$ cat src/rtl/sbedc_pkg.sv
// Shared types, constants and the EDC byte update function for the sampled-byte CRC and sum unit.
package sbedc_pkg;

    localparam int WORD_W  = 32;
    localparam int BYTE_W  = 8;
    localparam int LANES   = WORD_W / BYTE_W;
    localparam int LANE_W  = $clog2(LANES);

    // Reflected CD-ROM EDC polynomial.
    localparam logic [WORD_W-1:0] EDC_POLY = 32'hD801_8001;

    // One sampled byte on its way from the input stage to the accumulators.
    typedef struct packed {
        logic              valid;
        logic              last;
        logic [BYTE_W-1:0] sample;
    } sample_t;

    // One byte of reflected CRC, least significant bit first.
    function automatic logic [WORD_W-1:0] edc_update(
        input logic [WORD_W-1:0] crc,
        input logic [BYTE_W-1:0] sample
    );
        logic [WORD_W-1:0] c;
        c = crc ^ {{(WORD_W-BYTE_W){1'b0}}, sample};
        for (int b = 0; b < BYTE_W; b++)
        begin
            if (c[0])
            begin
                c = (c >> 1) ^ EDC_POLY;
            end
            else
            begin
                c = c >> 1;
            end
        end
        return c;
    endfunction

endpackage

$ cat src/rtl/sbedc_lane_sel.sv
// Input stage: lane counter and register for the byte picked out of each word.
module sbedc_lane_sel (
    input  logic                          clk,
    input  logic                          rst_n,
    input  logic                          advance,
    input  logic                          in_valid,
    input  logic [sbedc_pkg::WORD_W-1:0]  data_word,
    input  logic                          last_word,
    output sbedc_pkg::sample_t            stage,
    output logic [sbedc_pkg::LANE_W-1:0]  lane_count
);
    import sbedc_pkg::*;

    logic [LANE_W-1:0] lane_reg;
    logic [LANE_W-1:0] lane_next;
    logic              valid_reg;
    logic              valid_next;
    logic              last_reg;
    logic [BYTE_W-1:0] sample_reg;
    logic [BYTE_W-1:0] sample_next;

    // Pick the byte of the current lane; the lane restarts after a last word.
    always_comb
    begin
        sample_next = data_word[lane_reg*BYTE_W +: BYTE_W];
        lane_next   = lane_reg;
        valid_next  = valid_reg;
        if (advance)
        begin
            valid_next = in_valid;
            if (in_valid)
            begin
                lane_next = last_word ? '0 : lane_reg + 1'b1;
            end
        end
    end

    // Control state.
    always_ff @(posedge clk or negedge rst_n)
    begin
        if (!rst_n)
        begin
            lane_reg  <= '0;
            valid_reg <= 1'b0;
        end
        else
        begin
            lane_reg  <= lane_next;
            valid_reg <= valid_next;
        end
    end

    // Payload of the stage register.
    always_ff @(posedge clk)
    begin
        if (advance && in_valid)
        begin
            sample_reg <= sample_next;
            last_reg   <= last_word;
        end
    end

    assign stage.valid  = valid_reg;
    assign stage.last   = last_reg;
    assign stage.sample = sample_reg;
    assign lane_count   = lane_reg;

endmodule

$ cat src/rtl/sbedc_accum.sv
// Running CRC and sum accumulators with the result register.
module sbedc_accum (
    input  logic                          clk,
    input  logic                          rst_n,
    input  sbedc_pkg::sample_t            stage,
    input  logic                          out_stall,
    output logic                          advance,
    output logic                          out_valid,
    output logic [sbedc_pkg::WORD_W-1:0]  crc_value,
    output logic [sbedc_pkg::WORD_W-1:0]  byte_sum
);
    import sbedc_pkg::*;

    logic [WORD_W-1:0] crc_reg;
    logic [WORD_W-1:0] crc_next;
    logic [WORD_W-1:0] sum_reg;
    logic [WORD_W-1:0] sum_next;
    logic              res_valid_reg;
    logic              res_valid_next;
    logic [WORD_W-1:0] res_crc_reg;
    logic [WORD_W-1:0] res_sum_reg;
    logic              take;

    // The pipeline moves whenever the result register is empty or being read.
    assign advance = !res_valid_reg || !out_stall;
    assign take    = advance && stage.valid;

    // Byte update of both running values.
    always_comb
    begin
        crc_next       = edc_update(crc_reg, stage.sample);
        sum_next       = sum_reg + {{(WORD_W-BYTE_W){1'b0}}, stage.sample};
        res_valid_next = advance ? (stage.valid && stage.last) : res_valid_reg;
    end

    // Accumulators clear after the last word of a buffer.
    always_ff @(posedge clk or negedge rst_n)
    begin
        if (!rst_n)
        begin
            crc_reg       <= '0;
            sum_reg       <= '0;
            res_valid_reg <= 1'b0;
        end
        else
        begin
            res_valid_reg <= res_valid_next;
            if (take)
            begin
                crc_reg <= stage.last ? '0 : crc_next;
                sum_reg <= stage.last ? '0 : sum_next;
            end
        end
    end

    // Result payload is loaded on the transfer of a last word.
    always_ff @(posedge clk)
    begin
        if (take && stage.last)
        begin
            res_crc_reg <= crc_next;
            res_sum_reg <= sum_next;
        end
    end

    assign out_valid = res_valid_reg;
    assign crc_value = res_crc_reg;
    assign byte_sum  = res_sum_reg;

endmodule

$ cat src/rtl/sampled_byte_edc_crc_and_sum_unit.sv
// Top level: sampled-byte EDC CRC-32 and byte sum over a stream of words.
// A last word's result becomes valid after passing the input stage register, then the result register.
// Throughput: one word per cycle unless stalled, set by the stage and result registers.
// The input stalls only while a result waits in the result register and is itself stalled.
// Reset (rst_n, asynchronous, active low) clears the lane counter, CRC, sum and valid flags.
module sampled_byte_edc_crc_and_sum_unit (
    input  logic                          clk,
    input  logic                          rst_n,
    input  logic                          in_valid,
    output logic                          in_stall,
    input  logic [sbedc_pkg::WORD_W-1:0]  data_word,
    input  logic                          last_word,
    output logic                          out_valid,
    input  logic                          out_stall,
    output logic [sbedc_pkg::WORD_W-1:0]  crc_value,
    output logic [sbedc_pkg::WORD_W-1:0]  byte_sum
);
    import sbedc_pkg::*;

    sample_t           stage;
    logic              advance;
    logic [LANE_W-1:0] lane_count;

    assign in_stall = !advance;

    // Lane selection and input stage register.
    sbedc_lane_sel u_lane_sel (
        .clk        (clk),
        .rst_n      (rst_n),
        .advance    (advance),
        .in_valid   (in_valid),
        .data_word  (data_word),
        .last_word  (last_word),
        .stage      (stage),
        .lane_count (lane_count)
    );

    // CRC and sum accumulation with the result register.
    sbedc_accum u_accum (
        .clk       (clk),
        .rst_n     (rst_n),
        .stage     (stage),
        .out_stall (out_stall),
        .advance   (advance),
        .out_valid (out_valid),
        .crc_value (crc_value),
        .byte_sum  (byte_sum)
    );

`ifndef SYNTHESIS
    // An empty result register never holds back the input.
    a_no_idle_stall: assert property (@(posedge clk) disable iff (!rst_n)
        !out_valid |-> !in_stall)
        else $error("input stalled with no result pending");

    // A transfer of a last word restarts the lane count.
    a_lane_restart: assert property (@(posedge clk) disable iff (!rst_n)
        (in_valid && !in_stall && last_word) |=> (lane_count == '0))
        else $error("lane count not restarted after last word");

    // A new result comes only from a last word in the stage register.
    a_result_source: assert property (@(posedge clk) disable iff (!rst_n)
        $rose(out_valid) |-> $past(stage.valid && stage.last))
        else $error("result appeared without a last word");
`endif

endmodule
$ cat config.mk
export PLATFORM = sky130hd
export DESIGN_NAME = sampled_byte_edc_crc_and_sum_unit
export DESIGN_NICKNAME = d
export VERILOG_FILES = /design/src/rtl/sbedc_pkg.sv /design/src/rtl/sbedc_lane_sel.sv /design/src/rtl/sbedc_accum.sv /design/src/rtl/sampled_byte_edc_crc_and_sum_unit.sv
export SDC_FILE = /design/constraint.sdc
export NUM_CORES = 1
export LEC_CHECK = 0
export BUFFER_PORTS_ARGS = -buffer_cell sky130_fd_sc_hd__buf_4
export CAP_MARGIN = 5
export CORE_MARGIN = 2
export CORE_UTILIZATION = 35
export DETAILED_ROUTE_END_ITERATION = 7
export MAX_ROUTING_LAYER = met4
export SYNTH_ARGS = -nofsm -noshare
export SYNTH_HDL_FRONTEND = slang
export SYNTH_SLANG_ARGS = --single-unit
$ cat constraint.sdc
create_clock -name clk -period 3.77 [get_ports clk]
set_input_delay 0 -clock clk [delete_from_list [all_inputs] [get_ports clk]]
set_output_delay 0 -clock clk [all_outputs]
set_load 0.01 [all_outputs]
==> flow_summary.toml <==
[pwr]
power_density_nw_per_um2 = 704
intPower_uw = 3910
power.share.combinational_pct = 29.2
p_leak_uw = 0.00335
vdd_drop_max_v = 0.000393
power_uw = 5690
switchingPower_uw = 1780
p_seq_share_pct = 40.4
pwr-share-clk_pct = 30.4
power_switching_share_pct = 31.3

[sta]
worst_pin_slew_ns = 0.885
setup_ws_ns = 0.985
fin_worst_skew_ns = 0.00920
slew_viol_final = 0
hold_violations = 0
tns_ns = 0
fin_crit_sh_pct = 73.9
finalSetupViolCount = 0
min_period_ns = 2.79
relSlewSlack_pct = 41.0
rsz0062_at_grt = "false"
fmax_mhz = 359

[finish]
layout-drive-gt1-share_pct = 25.2
final_common_cell = "buf_4"
design_area_um2 = 8090
n_antenna_cell = 0
nNetsFinal = 660
final_cell_mix = "buf_4, edfxtp_1, dfrtp_1"
area_growth_pct = 28.5

[yosys]
synth_nets = 541
synth_flop_cell = "edfxtp_1"
synth-seq-area-share_pct = 61.9
ys_seq_elements = 141
synthTopCellsByArea = "edfxtp_1, dfrtp_1, xnor2_1, a22o_1, nand2_1"
yosysTopAreaCell = "edfxtp_1"
syn-mean-instance-area_um2 = 12.7
yosysTopAreaCellShare_pct = 34.8
syn_inst = 495
yosys.cell_types.count = 47
yosys_warnings = 0
synth_area_um2 = 6290
synthArstFlopShare_pct = 48.2
synth_enable_flop_cells = 73

[grt]
use_met1_pct = 20.9
grt_max_degree = 69
busiest_layer = "met2"
grtUsageMet2_pct = 21.7
grt_pass1_wl_um = 22700
globalRouteTotalUtil_pct = 15.3
grt_pass1_vias = 4340
overflow = 0
grt_util_met3_pct = 4.09
grt_antenna_before_repair = 0

[clocking]
cts_tree = "built"
clk_pin_slew_ns = 0.06
cts_made_buffers = 17
h-tree-depth = 4
clk_latency_ns = 0.42
ctsLongestPathBuffers = 2
cts-root-buf = "clkbuf_16"
hold_buffers = 16
cts_setup_buffers = 0
cts_sinks = 141
cts_resized = 0

[placed_design]
gp_congestion = 0.862
place_area_um2 = 7310
dp_slack_ns = 1.04
numPortBuffers = 102
dp_hpwl_um = 9500

[routing]
viasPerCell = 5.03
wire_per_inst_um = 16.2
postRouteAntennaNets = 0
drt_iter0_drc = 267
drc = 0
dr_total_vias = 4305
first_pass_iters = 4
wirelength_um = 13800

[critical_path]
start_kind = "register"
crit_path_end_kind = "register"
path_cells = "ha_1, o21ai_1, a21oi_1, a32o_1, nand2_1, or4_1, nand2_1"
crit_required_ns = 4.13
crit_buf_inv = 0
crit_type = "reg -> reg"
critPathMaxStageDelay_ns = 0.71
cpMostUsedCell = "nand2_1"
slowest_stage = "a32o_1"
cp_top_family = "compound AO/OA/AOI/OAI gates"
cp.arrival_ns = 3.14
cp_max_fo = 20

[floorplan]
placementRows = 49
dieArea_um2 = 19100
fp.dieH_um = 138
start_util_pct = 35.4
num_io_pins = 103
core_area_um2 = 17800
die_w_um = 138

[job]
cap_viol_max_count = 0

[status]
status = "finished, final reports clean"

[min_path]
hold_class = "in -> reg"
-- cells in the mapped netlist, types with 4 or more instances --
cell type	instances
edfxtp_1	73
dfrtp_1	68
nand2_1	57
xnor2_1	42
a22o_1	25
nand3_1	23
clkbuf_1	21
o21ai_1	20
nor2_1	19
o31ai_1	16
xor2_1	14
inv_1	10
a21oi_1	8
ha_1	8
mux4_2	8
a31oi_1	7
and2_1	7
o21ai_0	6
nor4_1	5
xnor2_2	5
a21o_1	4
and3_1	4
-- area by class of cell --
cell class                 instances  area, µm²
fill                            1674       9690
timing repair buffer             127        993
clock buffer                      21        462
multi-input combinational        315       2250
inverter                          12       45.0
tap                              229        287
sequential                       141       3890
clock inverter                    11        155
-- final timing paths --
| path | slack [ns] | start | depth (start not counted) | end |
|---|---|---|---|---|
| setup / recovery | 0.98 | u_lane_sel.sample_reg[5]$_DFFE_PP_ | 7 | u_accum.sum_reg[19]$_DFFE_PN0P_ |
| hold / removal | 0.03 | data_word[17] | 2 | u_lane_sel.sample_reg[1]$_DFFE_PP_ |
| setup reg to reg | 0.98 | u_lane_sel.sample_reg[5]$_DFFE_PP_ | 7 | u_accum.sum_reg[19]$_DFFE_PN0P_ |
| hold reg to reg | 0.48 | u_accum.sum_reg[0]$_DFFE_PN0P_ | 2 | u_accum.sum_reg[0]$_DFFE_PN0P_ |
| max in group asynchronous | 2.94 | rst_n | 2 | u_accum.sum_reg[14]$_DFFE_PN0P_ |
| min in group asynchronous | 0.24 | rst_n | 2 | u_accum.crc_reg[23]$_DFFE_PN0P_ |
-- layer usage --
layer	share of wire [%]	up-vias	wire length [µm]
met1	47	2081	6530
met3	5.8	26	802
met2	45	132	6200
li1	-	2066	-
met5	0	-	0
met4	2.1	0	297
-- cells by family after synthesis --
group / share of synthesized area [%]
AOI/OAI and AO/OA: 12.1
muxes: 3.04
DFF: 61.9
and+or+nand+nor: 9.61
xor gates and xnor gates: 9.09
buffers and inverters: 2.39
adders and majority gates: 1.91
-- stage by stage --
stage / hold slack, ns / cells / utilization [%]
final: 0.0300 / 856 / 45.5
after global routing: 0.00840 / 856 / 45.5
after CTS: 0.000304 / 856 / 45.5
after detailed placement: 0.183 / 808 / 41.1
after global placement: 0.178 / 808 / 41.1
after floorplan: -0.296 / 495 / -
-- power by group through the flow --
stage                     registers [µW]  clock network (µW)  logic (µW)
after floorplan                     2310                   0        1070
after global placement              2320                   0        1620
after detailed placement            2330                   0        1640
after CTS                           2300                1770        1680
after global routing                2340                1840        1840
final                               2300                1730        1670
-- worst register-to-register path, stage by stage (launching register included) --
cell	delay, ns
edfxtp_1	0.45
ha_1	0.39
o21ai_1	0.09
a21oi_1	0.19
a32o_1	0.71
nand2_1	0.27
or4_1	0.53
nand2_1	0.08
(Power assumes the default switching activity.)
